===== config.mk =====
export PLATFORM = sky130hd
export DESIGN_NAME = uart_command_frame_receiver
export DESIGN_NICKNAME = d
export VERILOG_FILES = /design/src/hdl/ucfr_pkg.sv /design/src/hdl/uart_command_frame_receiver.sv /design/src/hdl/ucfr_front.sv /design/src/hdl/ucfr_desc_fifo.sv /design/src/hdl/ucfr_back.sv
export SDC_FILE = /design/constraint.sdc
export NUM_CORES = 1
export LEC_CHECK = 0
export BUFFER_PORTS_ARGS = -buffer_cell sky130_fd_sc_hd__buf_2
export CAP_MARGIN = 5
export CORE_ASPECT_RATIO = 1.1
export CORE_UTILIZATION = 63
export DETAILED_ROUTE_END_ITERATION = 16
export PLACE_DENSITY = 0.79
export SLEW_MARGIN = 25
export SYNTH_ARGS = -nofsm -noshare
export SYNTH_HDL_FRONTEND = slang
export SYNTH_SLANG_ARGS = --single-unit

===== constraint.sdc =====
create_clock -name clk -period 3.3 [get_ports clk]
set_clock_uncertainty 0.05 [all_clocks]
set_input_delay 0.165 -clock clk [delete_from_list [all_inputs] [get_ports clk]]
set_output_delay 0.165 -clock clk [all_outputs]
set_load 0.01 [all_outputs]

===== src/hdl/ucfr_pkg.sv =====
// Shared constants and types for the command frame receiver.
`default_nettype none

package ucfr_pkg;

    // Byte codes that mark the header and the terminator.
    localparam logic [7:0] HDR_FIRST  = 8'h7F;
    localparam logic [7:0] HDR_SECOND = 8'h25;
    localparam logic [7:0] TERM_CR    = 8'h0D;
    localparam logic [7:0] TERM_LF    = 8'h0A;

    // Width of the reported command length.
    localparam int CMD_LEN_W = 6;

    // Emitter states.
    typedef enum logic [0:0] {
        BK_IDLE,
        BK_EMIT
    } bk_state_t;

    // Status that the emitter reports to the top level.
    typedef struct packed {
        logic busy;
        logic release_bank;
    } bk_status_t;

endpackage

`default_nettype wire


===== src/hdl/uart_command_frame_receiver.sv =====
// Top level of the command frame receiver: intake, descriptor queue and emitter.
//
// Input channel (in_valid/in_ready) takes one received byte per beat with the
// port it came from. A 0x7F 0x25 pair restarts the frame with that header;
// a CR LF pair ends a command. Bytes are written into one of two store banks.
// Output channel (out_valid/out_ready) gives one beat per stored byte before
// the CR, with the length, the port of the LF and a last flag; an empty
// command gives a single beat marked empty.
// The first beat of a command is registered after the LF is accepted, once its
// descriptor has passed the queue and the emitter state; further beats follow
// one per cycle while out_ready is high.
// Throughput: one input byte per cycle while fewer than two commands are
// pending; with both banks waiting to be played out, in_ready drops until
// the emitter has read the last byte of the older one.
// Reset clears the fill position, the queue and the output valid; the store
// needs no clearing. A stalled receiver holds the current output beat and
// the emitter; the intake runs on until both banks are taken.
`default_nettype none

module uart_command_frame_receiver
    import ucfr_pkg::*;
#(
    parameter int FILL_LIMIT = 64
) (
    input  wire logic                 clk,
    input  wire logic                 rst_n,
    input  wire logic                 in_valid,
    output logic                      in_ready,
    input  wire logic [7:0]           rx_byte,
    input  wire logic                 source_port,
    output logic                      out_valid,
    input  wire logic                 out_ready,
    output logic [7:0]                cmd_byte,
    output logic [CMD_LEN_W-1:0]      cmd_length,
    output logic                      out_port,
    output logic                      is_empty,
    output logic                      last
);

    localparam int LEN_W  = $clog2(FILL_LIMIT);
    localparam int DESC_W = LEN_W + 4;

    logic              desc_push;
    logic [DESC_W-1:0] desc_data;
    logic              q_valid;
    logic [DESC_W-1:0] q_data;
    logic [1:0]        q_count;
    logic              q_pop;
    logic              wr_en;
    logic              wr_bank;
    logic [LEN_W-1:0]  wr_pos;
    logic [7:0]        wr_data;
    bk_status_t        bk_status;

    ucfr_front #(
        .FILL_LIMIT(FILL_LIMIT)
    ) u_front (
        .clk         (clk),
        .rst_n       (rst_n),
        .in_valid    (in_valid),
        .in_ready    (in_ready),
        .rx_byte     (rx_byte),
        .source_port (source_port),
        .release_bank(bk_status.release_bank),
        .desc_push   (desc_push),
        .desc_data   (desc_data),
        .wr_en       (wr_en),
        .wr_bank     (wr_bank),
        .wr_pos      (wr_pos),
        .wr_data     (wr_data)
    );

    ucfr_desc_fifo #(
        .DATA_W(DESC_W)
    ) u_fifo (
        .clk      (clk),
        .rst_n    (rst_n),
        .push     (desc_push),
        .push_data(desc_data),
        .pop      (q_pop),
        .q_valid  (q_valid),
        .q_data   (q_data),
        .q_count  (q_count)
    );

    ucfr_back #(
        .FILL_LIMIT(FILL_LIMIT)
    ) u_back (
        .clk       (clk),
        .rst_n     (rst_n),
        .wr_en     (wr_en),
        .wr_bank   (wr_bank),
        .wr_pos    (wr_pos),
        .wr_data   (wr_data),
        .q_valid   (q_valid),
        .q_data    (q_data),
        .q_pop     (q_pop),
        .status    (bk_status),
        .out_valid (out_valid),
        .out_ready (out_ready),
        .cmd_byte  (cmd_byte),
        .cmd_length(cmd_length),
        .out_port  (out_port),
        .is_empty  (is_empty),
        .last      (last)
    );

    // The queue never receives a descriptor while full.
    assert property (@(posedge clk) disable iff (!rst_n)
        desc_push |-> (q_count != 2'd2))
        else $error("descriptor pushed into a full queue");

    // Intake stalls only while commands are pending downstream.
    assert property (@(posedge clk) disable iff (!rst_n)
        !in_ready |-> (q_count != 2'd0 || bk_status.busy))
        else $error("intake stalled with nothing pending");

    // An empty command is always a single beat.
    assert property (@(posedge clk) disable iff (!rst_n)
        (out_valid && is_empty) |-> last)
        else $error("empty command beat without last");

    // A bank is released only by a busy emitter.
    assert property (@(posedge clk) disable iff (!rst_n)
        bk_status.release_bank |-> bk_status.busy)
        else $error("bank released while emitter idle");

endmodule

`default_nettype wire


===== src/hdl/ucfr_front.sv =====
// Byte intake: tracks the fill position, spots header and terminator pairs, writes the store.
`default_nettype none

module ucfr_front
    import ucfr_pkg::*;
#(
    parameter int FILL_LIMIT = 64
) (
    input  wire logic                                      clk,
    input  wire logic                                      rst_n,
    input  wire logic                                      in_valid,
    output logic                                           in_ready,
    input  wire logic [7:0]                                rx_byte,
    input  wire logic                                      source_port,
    input  wire logic                                      release_bank,
    output logic                                           desc_push,
    output logic [$bits(logic [$clog2(FILL_LIMIT)-1:0]) + 3:0] desc_data,
    output logic                                           wr_en,
    output logic                                           wr_bank,
    output logic [$clog2(FILL_LIMIT)-1:0]                  wr_pos,
    output logic [7:0]                                     wr_data
);

    localparam int POS_W = $clog2(FILL_LIMIT + 1);
    localparam int LEN_W = $clog2(FILL_LIMIT);

    typedef struct packed {
        logic             bank;
        logic [LEN_W-1:0] len;
        logic             port;
        logic             empty;
        logic             hdr;
    } desc_t;

    logic [POS_W-1:0] pos_reg, pos_next;
    logic [7:0]       prev_reg;
    logic             hdr_flag_reg, hdr_flag_next;
    logic             bank_reg;
    logic [1:0]       outst_reg, outst_next;
    logic             accept;
    logic             pos_nz;
    logic             at_limit;
    logic             is_hdr;
    logic             is_term;
    desc_t            desc;

    // Two banks; a third command would overwrite one still being read.
    assign in_ready = (outst_reg < 2'd2);
    assign accept   = in_valid && in_ready;

    // Pair detection against the byte stored just before this one.
    assign pos_nz   = (pos_reg != '0);
    assign at_limit = (pos_reg == POS_W'(FILL_LIMIT));
    assign is_hdr   = pos_nz && (prev_reg == HDR_FIRST) && (rx_byte == HDR_SECOND);
    assign is_term  = !is_hdr && pos_nz && (prev_reg == TERM_CR) && (rx_byte == TERM_LF);

    // Store write: a header only rewrites position one, position zero reads via the flag.
    always_comb
    begin
        wr_bank = bank_reg;
        wr_pos  = LEN_W'(pos_reg);
        wr_data = rx_byte;
        wr_en   = accept && !at_limit;
        if (is_hdr)
        begin
            wr_pos  = LEN_W'(1);
            wr_data = HDR_SECOND;
            wr_en   = accept;
        end
    end

    // Command descriptor for the emitter.
    always_comb
    begin
        desc.bank  = bank_reg;
        desc.len   = LEN_W'(pos_reg - POS_W'(1));
        desc.port  = source_port;
        desc.empty = (pos_reg == POS_W'(1));
        desc.hdr   = hdr_flag_reg;
    end

    assign desc_push = accept && is_term;
    assign desc_data = desc;

    // Next fill position and header flag.
    always_comb
    begin
        if (is_hdr)
            pos_next = POS_W'(2);
        else if (is_term || at_limit)
            pos_next = '0;
        else
            pos_next = pos_reg + POS_W'(1);

        if (is_hdr)
            hdr_flag_next = 1'b1;
        else if (!pos_nz)
            hdr_flag_next = 1'b0;
        else
            hdr_flag_next = hdr_flag_reg;
    end

    // Banks handed to the emitter and not yet released.
    always_comb
    begin
        outst_next = outst_reg;
        if (desc_push && !release_bank)
            outst_next = outst_reg + 2'd1;
        else if (!desc_push && release_bank)
            outst_next = outst_reg - 2'd1;
    end

    always_ff @(posedge clk or negedge rst_n)
    begin
        if (!rst_n)
        begin
            pos_reg      <= '0;
            hdr_flag_reg <= 1'b0;
            bank_reg     <= 1'b0;
            outst_reg    <= 2'd0;
        end
        else
        begin
            outst_reg <= outst_next;
            if (accept)
            begin
                pos_reg      <= pos_next;
                hdr_flag_reg <= hdr_flag_next;
                if (is_term)
                    bank_reg <= ~bank_reg;
            end
        end
    end

    // Previous byte is only consulted when the fill position is nonzero.
    always_ff @(posedge clk)
    begin
        if (accept)
            prev_reg <= rx_byte;
    end

endmodule

`default_nettype wire


===== src/hdl/ucfr_desc_fifo.sv =====
// Two-entry queue of command descriptors between intake and emitter.
`default_nettype none

module ucfr_desc_fifo #(
    parameter int DATA_W = 8
) (
    input  wire logic              clk,
    input  wire logic              rst_n,
    input  wire logic              push,
    input  wire logic [DATA_W-1:0] push_data,
    input  wire logic              pop,
    output logic                   q_valid,
    output logic [DATA_W-1:0]      q_data,
    output logic [1:0]             q_count
);

    logic [DATA_W-1:0] entry_reg [2];
    logic              wr_ptr_reg;
    logic              rd_ptr_reg;
    logic [1:0]        count_reg, count_next;

    assign q_valid = (count_reg != 2'd0);
    assign q_data  = entry_reg[rd_ptr_reg];
    assign q_count = count_reg;

    // Occupancy update.
    always_comb
    begin
        count_next = count_reg;
        if (push && !pop)
            count_next = count_reg + 2'd1;
        else if (!push && pop)
            count_next = count_reg - 2'd1;
    end

    always_ff @(posedge clk or negedge rst_n)
    begin
        if (!rst_n)
        begin
            wr_ptr_reg <= 1'b0;
            rd_ptr_reg <= 1'b0;
            count_reg  <= 2'd0;
        end
        else
        begin
            count_reg <= count_next;
            if (push)
                wr_ptr_reg <= ~wr_ptr_reg;
            if (pop)
                rd_ptr_reg <= ~rd_ptr_reg;
        end
    end

    // Entry storage.
    always_ff @(posedge clk)
    begin
        if (push)
            entry_reg[wr_ptr_reg] <= push_data;
    end

endmodule

`default_nettype wire


===== src/hdl/ucfr_back.sv =====
// Emitter: two-bank frame store; plays commands out one beat per cycle while out_ready is high.
`default_nettype none

module ucfr_back
    import ucfr_pkg::*;
#(
    parameter int FILL_LIMIT = 64
) (
    input  wire logic                                      clk,
    input  wire logic                                      rst_n,
    input  wire logic                                      wr_en,
    input  wire logic                                      wr_bank,
    input  wire logic [$clog2(FILL_LIMIT)-1:0]             wr_pos,
    input  wire logic [7:0]                                wr_data,
    input  wire logic                                      q_valid,
    input  wire logic [$bits(logic [$clog2(FILL_LIMIT)-1:0]) + 3:0] q_data,
    output logic                                           q_pop,
    output bk_status_t                                     status,
    output logic                                           out_valid,
    input  wire logic                                      out_ready,
    output logic [7:0]                                     cmd_byte,
    output logic [CMD_LEN_W-1:0]                           cmd_length,
    output logic                                           out_port,
    output logic                                           is_empty,
    output logic                                           last
);

    localparam int LEN_W  = $clog2(FILL_LIMIT);
    localparam int ADDR_W = $clog2(2 * FILL_LIMIT);
    localparam int DEPTH  = 2 * FILL_LIMIT;

    typedef struct packed {
        logic             bank;
        logic [LEN_W-1:0] len;
        logic             port;
        logic             empty;
        logic             hdr;
    } desc_t;

    logic [7:0]           frame_mem [DEPTH];
    bk_state_t            state_reg, state_next;
    desc_t                desc_reg;
    desc_t                q_desc;
    logic [LEN_W-1:0]     idx_reg;
    logic                 issue;
    logic                 cur_last;
    logic [ADDR_W-1:0]    wr_addr;
    logic [ADDR_W-1:0]    rd_addr;
    logic                 out_valid_reg;
    logic [7:0]           rd_data_reg;
    logic                 sub_reg;
    logic                 empty_reg;
    logic                 last_reg;
    logic [CMD_LEN_W-1:0] len_out_reg;
    logic                 port_reg;

    assign q_desc = q_data;

    // Bank one sits above bank zero.
    assign wr_addr = wr_bank ? (ADDR_W'(FILL_LIMIT) + ADDR_W'(wr_pos)) : ADDR_W'(wr_pos);
    assign rd_addr = desc_reg.bank ? (ADDR_W'(FILL_LIMIT) + ADDR_W'(idx_reg))
                                   : ADDR_W'(idx_reg);

    assign cur_last = desc_reg.empty || (idx_reg == (desc_reg.len - LEN_W'(1)));

    // Next state.
    always_comb
    begin
        state_next = state_reg;
        unique case (state_reg)
            BK_IDLE:
            begin
                if (q_valid)
                    state_next = BK_EMIT;
            end
            BK_EMIT:
            begin
                if (issue && cur_last)
                    state_next = BK_IDLE;
            end
            default:
                state_next = BK_IDLE;
        endcase
    end

    // State outputs: take a descriptor when idle, read one byte whenever the output slot frees.
    always_comb
    begin
        q_pop = 1'b0;
        issue = 1'b0;
        unique case (state_reg)
            BK_IDLE:
                q_pop = q_valid;
            BK_EMIT:
                issue = !out_valid_reg || out_ready;
            default:
            begin
                q_pop = 1'b0;
                issue = 1'b0;
            end
        endcase
    end

    // The bank is free once its last byte has been read.
    assign status.busy         = (state_reg == BK_EMIT);
    assign status.release_bank = issue && cur_last;

    always_ff @(posedge clk or negedge rst_n)
    begin
        if (!rst_n)
        begin
            state_reg     <= BK_IDLE;
            out_valid_reg <= 1'b0;
        end
        else
        begin
            state_reg <= state_next;
            if (issue)
                out_valid_reg <= 1'b1;
            else if (out_ready)
                out_valid_reg <= 1'b0;
        end
    end

    // Descriptor and byte index.
    always_ff @(posedge clk)
    begin
        if (q_pop)
        begin
            desc_reg <= q_desc;
            idx_reg  <= '0;
        end
        else if (issue)
        begin
            idx_reg <= idx_reg + LEN_W'(1);
        end
    end

    // Frame store write port.
    always_ff @(posedge clk)
    begin
        if (wr_en)
            frame_mem[wr_addr] <= wr_data;
    end

    // Registered read, which is also the output register.
    always_ff @(posedge clk)
    begin
        if (issue)
        begin
            rd_data_reg <= frame_mem[rd_addr];
            sub_reg     <= desc_reg.hdr && (idx_reg == '0);
            empty_reg   <= desc_reg.empty;
            last_reg    <= cur_last;
            len_out_reg <= CMD_LEN_W'(desc_reg.len);
            port_reg    <= desc_reg.port;
        end
    end

    // Position zero after a header reads as the header byte; an empty command shows zero.
    always_comb
    begin
        if (empty_reg)
            cmd_byte = 8'h00;
        else if (sub_reg)
            cmd_byte = HDR_FIRST;
        else
            cmd_byte = rd_data_reg;
    end

    assign out_valid  = out_valid_reg;
    assign cmd_length = len_out_reg;
    assign out_port   = port_reg;
    assign is_empty   = empty_reg;
    assign last       = last_reg;

endmodule

`default_nettype wire


Word-level counts from Yosys, hierarchy flattened --
Memories as Yosys holds them, arrays and structs flattened. A register that Yosys moved wholly into a read port is not among the register bits. Index checks and enable logic that the tools add are counted.
Storage, ports and cells: register bits after elaboration 41, memories 2, input port bits 13, bits in writable memories 1044
Operators by class: bitwise operators 4, reductions and logical operators 31, muxes and demuxes 26, $add $sub $neg 10, magnitude comparators 1, equal/unequal tests 8
Memory list:
- u_back.frame_mem | words 128, width 8, read ports 1, clocked after Yosys merged registers in 1, write ports 1, RTL line ucfr_back.sv:40 | logic [7:0] frame_mem [DEPTH];
- u_fifo.entry_reg | words 2, width 10, read ports 1, clocked after Yosys merged registers in 1, write ports 1, RTL line ucfr_desc_fifo.sv:17 | logic [DATA_W-1:0] entry_reg [2];
Operators by type and width (count):
- 7-bit 2-to-1 mux | 4
- 8-bit 2-to-1 mux | 3
- 8-bit by 4-bit == test with 1-bit output (second input constant) | 2
- 7-bit by 6-bit adder with 7-bit output (first input constant) | 2
- 1-bit logical AND | 14
- 1-bit 2-to-1 mux | 13
- 6-bit by 1-bit subtractor with 6-bit output (second input constant) | 2
- 8-bit by 6-bit == test with 1-bit output (second input constant) | 1
- 8-bit by 7-bit == test with 1-bit output (second input constant) | 1
- 2-bit 2-to-1 mux | 4
- 2-bit nonzero test | 4
- 7-bit by 1-bit adder with 7-bit output (second input constant) | 1
- 7-bit by 1-bit == test with 1-bit output (second input constant) | 1
- 7-bit == test (second input constant) | 1
- 7-bit nonzero test | 1
- 6-bit by 1-bit adder with 6-bit output (second input constant) | 1
- 6-bit == test | 1
- 1-bit zero test | 6
- 6-bit zero test | 1
- 6-bit 2-to-1 mux | 1
- 2-bit by 1-bit adder with 2-bit output (second input constant) | 2
- 1-bit inverter | 4
- 2-bit AND reduction | 2
- 2-bit by 1-bit subtractor with 2-bit output (second input constant) | 2
- 4 further kinds | 6

Logic depth before layout (Yosys ltp) --
depth in word-level cells 12, depth in mapped cells 13, mapped depth without buffers 11

Cells and area by module --
Synthesis repeated with hierarchy kept, for this count alone.
Unflattened totals: cells, all modules 2233, area, all modules 43700.7 um^2
By module, submodules not included:
- ucfr_back | cells each 2068, sequential area each 31760.5 um^2, area an instance 41592.4 um^2, instances 1
- ucfr_front | cells each 119, sequential area each 515.5 um^2, area an instance 1167.4 um^2, instances 1
- ucfr_desc_fifo | cells each 46, sequential area each 700.7 um^2, area an instance 940.9 um^2, instances 1

Worst setup path after synthesis --
OpenSTA, ideal clock, no wires.
kind register to register, start reg u_front.pos_reg[0], end mem u_back.frame_mem[113][0] (enable), stages on the path, launching flop included 12, library setup time 371 ps, setup slack 343 ps, arrival 2536 ps, cell sequence dfrtp_1 -> clkbuf_1 -> inv_1 -> ha_1 -> nor2b_1 -> a211oi_2 -> nand2_1 -> buf_2 -> o21ai_0 -> nand2_1 -> clkbuf_1 -> nor2_1
Between the ends: word-level cells in the longest chain between the ends 6, elaborated cells on any way between the ends 12
RTL lines:
- start, declared | RTL line ucfr_front.sv:35 | logic [POS_W-1:0] pos_reg, pos_next;
- start signal, assigned | RTL line ucfr_front.sv:127 | pos_reg <= pos_next;
- 7-bit nonzero test or 7-bit == test (tied branches) | RTL line ucfr_front.sv:52, ucfr_front.sv:53
- 1-bit logical AND or 1-bit zero test (tied branches) | RTL line ucfr_front.sv:54, ucfr_front.sv:63
- 1-bit logical AND, on equally long branches | RTL line ucfr_front.sv:54, ucfr_front.sv:63
- 6-bit 2-to-1 mux or 1-bit 2-to-1 mux (tied branches) | RTL line ucfr_front.sv:64 | if (is_hdr)
- 7-bit by 6-bit adder with 7-bit output or 1-bit 2-to-1 mux (tied branches) | RTL line ucfr_back.sv:60, ucfr_back.sv:142
- 7-bit 2-to-1 mux or 1-bit 2-to-1 mux (tied branches) | RTL line ucfr_back.sv:60, ucfr_back.sv:143
- end, declared | RTL line ucfr_back.sv:40
Parallel ways exist; a longest one is shown, timed or not.

Worst setup path in the final report --
start reg u_front.pos_reg[1], end mem u_back.frame_mem[108][5] (enable)
The elaborated chain is that of the path after synthesis.

==> impl_metrics.tcl <==
set metrics [dict create \
    crit_family "simple AND/OR/NAND/NOR gates" \
    synth_warnings 0 \
    yosysMostFrequentCell "edfxtp_1" \
    via_per_inst 6.79 \
    cts_tree "done" \
    hold_class "in -> reg" \
    clk_pin_slew_ns 0.07 \
    fin_ws_ns -0.0633 \
    grt_pass1_vias 23551 \
    slew_headroom 0.261 \
    fin_crit_ns 3.36 \
    yosys-top-cells-area "edfxtp_1, mux4_2, mux2i_1" \
    synth_common_cells "edfxtp_1, mux4_2, nor2_1" \
    drt_pass1_iterations 6 \
    status "finished with violations" \
    netlist.area_leader.share 0.747 \
    p_int_uw 27300 \
    fillers 3660 \
    cp.required_ns 3.56 \
    diodes 0 \
    reg2reg_from "u_front.pos_reg[1]" \
    path_cells "inv_1 > ha_1 > nor2b_1 > a211oi_2 > nand2_1 > buf_4 > and3b_1 > nand3_1 > nor2_1" \
    reg2reg_depth 9 \
    antenna_left 0 \
    start_util 0.639 \
    r2r_end "u_back.frame_mem[108][5]" \
    swShare 0.280 \
    switchingPower_uw 10600 \
    dieWidth_um 252 \
    slew_violations 0 \
    final_hold_viol_count 0 \
    worst_pin_slew_ns 1.11 \
    post-dp-hpwl_um 65400 \
    fin_cells 3384 \
    grt_pass1_wl_um 156000 \
    end_kind "flop" \
    cap_violations 0 \
    largest_reg_flops 1024 \
    peakVddDrop_uv 527 \
    regArea_um2 33000 \
    synthArstFlopShare 0.0154 \
    vias 22988 \
    netlist_instances 2153 \
    cpPeakStageDelay_ns 0.78 \
    chipHeight_um 277 \
    finalWirelength_um 107000 \
    clock_power_share 0.332 \
    drc 0 \
    nets 2402 \
    syn_area_per_cell_um2 20.2 \
    crit_type "reg -> reg" \
    synth_ff_type "edfxtp_1" \
    dr.first_iter.drc_count 3365 \
    numCtsBuffers 105 \
    start_kind "flop" \
    ios 32 \
    hold_start "rx_byte[0]" \
    clock-sinks 1103 \
    pre_cts_slack_ns -0.110 \
    power_leakage_uw 0.0158 \
    io_buffers 31 \
    core_um2 67900 \
    post-route-util 0.729 \
    hold_depth 2 \
    dpl-instance-area_um2 45800 \
    crit_buf_inv 2 \
    yosysSeqAreaShare 0.760 \
    synth_cell_types 68 \
    setup_viol 16 \
    syn2layout_area_growth_pct 14.2 \
    multi_input_area_um2 9690 \
    synth_edf_count 1080 \
    synth_area_um2 43400 \
    synth_nets 2175 \
    gp_congestion 0.930 \
    final_area_um2 49600 \
    grt_max_degree 97 \
    rsz0062_at_grt "true" \
    netlist.top_cell.by_area "edfxtp_1" \
    yosys_register_bits 1103 \
    cpMaxStageDelayCell "nor2_1" \
    rows 100 \
    cts_root_buf "clkbuf_16" \
    hold_end "u_back.frame_mem[85][0]" \
    crit_fanout 9 \
    grt.total_usage 0.314 \
    ctsHtreeMaxLevel 3 \
    combPwrFrac 0.237 \
    violations "negative setup slack" \
    dp.cells 3182 \
    clk_path_buf_depth 3 \
    fmax_mhz 297 \
    worstSkewPairLatency_ns 0.68 \
    critPathArrivalTime_ns 3.62 \
    wire_per_inst_um 31.6 \
    grt_overflow 0 \
    r2r_setup_slack_ns -0.06 \
    min_period_over_period 1.02 \
    dieArea_um2 69900 \
    p_per_area_nw_per_um2 766 \
    grt_antenna_before_repair 2 \
    sequentialPowerShare 0.431 \
    drive_gt1_frac 0.281 \
]
[cell type report]
cell class / instances / area share
Multi-Input combinational cell: 905 / 0.196
Clock inverter: 65 / 0.0169
Tap cell: 918 / 0.0232
Inverter: 15 / 0.00114
Clock buffer: 128 / 0.0554
Timing Repair Buffer: 250 / 0.0421
Sequential cell: 1103 / 0.666
[timing repair]
| item | in CTS | in global routing |
|---|---|---|
| pin swaps | 0 | 0 |
| setup endpoints to repair | 10 | 162 |
| hold endpoints to repair | 62 | 0 |
| setup buffers | 1 | 0 |
| hold buffers | 8 | 0 |
| resized for setup | 2 | 19 |
[power groups by stage]
stage | sequential [uW] | combinational (uW) | clock, uW
after floorplan | 16300 | 5820 | 0
after global placement | 16600 | 8530 | 0
after detailed placement | 16600 | 8720 | 0
after CTS | 16300 | 8910 | 12700
after global routing | 16400 | 9370 | 13200
final | 16400 | 8980 | 12600
[cells in the final DEF, fill, tap and decap left out, drive strengths merged, types with 14 or more instances in the layout]
cell	instances
edfxtp	1080
o221ai	15
clkinv	37
nor2b	20
mux4	237
dfrtp	17
clkbuf	128
o21ai	24
xnor2	15
mux2i	82
a211oi	17
inv	18
nand3	24
nor3	15
nand2	55
a221oi	14
buf	242
nor2	180
a21oi	28
bufinv	20
mux2	24
[worst reg2reg max path, delay by kind of cell (launching register included)]
kind / cells / cell delay, ns
fa+ha+maj: 1 / 0.15
compound gates: 1 / 0.13
simple gates: 5 / 2.00
buf+inv: 2 / 0.27
flops: 1 / 0.39
[logic make-up after synthesis]
family / synth area share
XOR/XNOR: 0.00565
AND/OR/NAND/NOR: 0.0357
flip-flops: 0.760
buffers and inverters: 0.0183
adder cells (fa/ha/maj): 0.00260
AO/OA/AOI/OAI: 0.0296
multiplexers: 0.148
[metal layers]
metal  part of all wire  vias to the layer above  GRT usage
met1               0.35                    11711      0.418
met2               0.49                     1692      0.502
li1                   -                     9285          -
met4              0.046                        4      0.140
met5            0.00025                        -          0
met3               0.11                      296     0.0740
[how the worst max path moves through the flow]
stage	from	end	slack, ns	cells past startpoint
after floorplan	u_front.pos_reg[0]	u_back.frame_mem[113][0]	0.34	11
after global placement	u_back.idx_reg[0]	u_back.rd_data_reg[4]	-0.1	8
after detailed placement	u_back.idx_reg[0]	u_back.rd_data_reg[4]	-0.11	8
after CTS	u_front.pos_reg[1]	u_back.frame_mem[45][3]	0.04	9
after global routing	u_front.pos_reg[1]	u_back.frame_mem[109][0]	-0.14	9
final	u_front.pos_reg[1]	u_back.frame_mem[108][5]	-0.06	9
[stage by stage]
stage / total power [uW] / TNS (ns) / hold WS (ns)
detailed placement: 25400 / -0.135 / 0.0617
finish: 38000 / -0.887 / 0.0187
global placement: 25200 / -0.111 / 0.0507
global route: 38900 / -4.18 / 0.0160
floorplan: 22200 / 0 / -0.181
CTS: 37900 / 0 / 0.00303
Note: power is estimated with default switching activity, not from simulation.
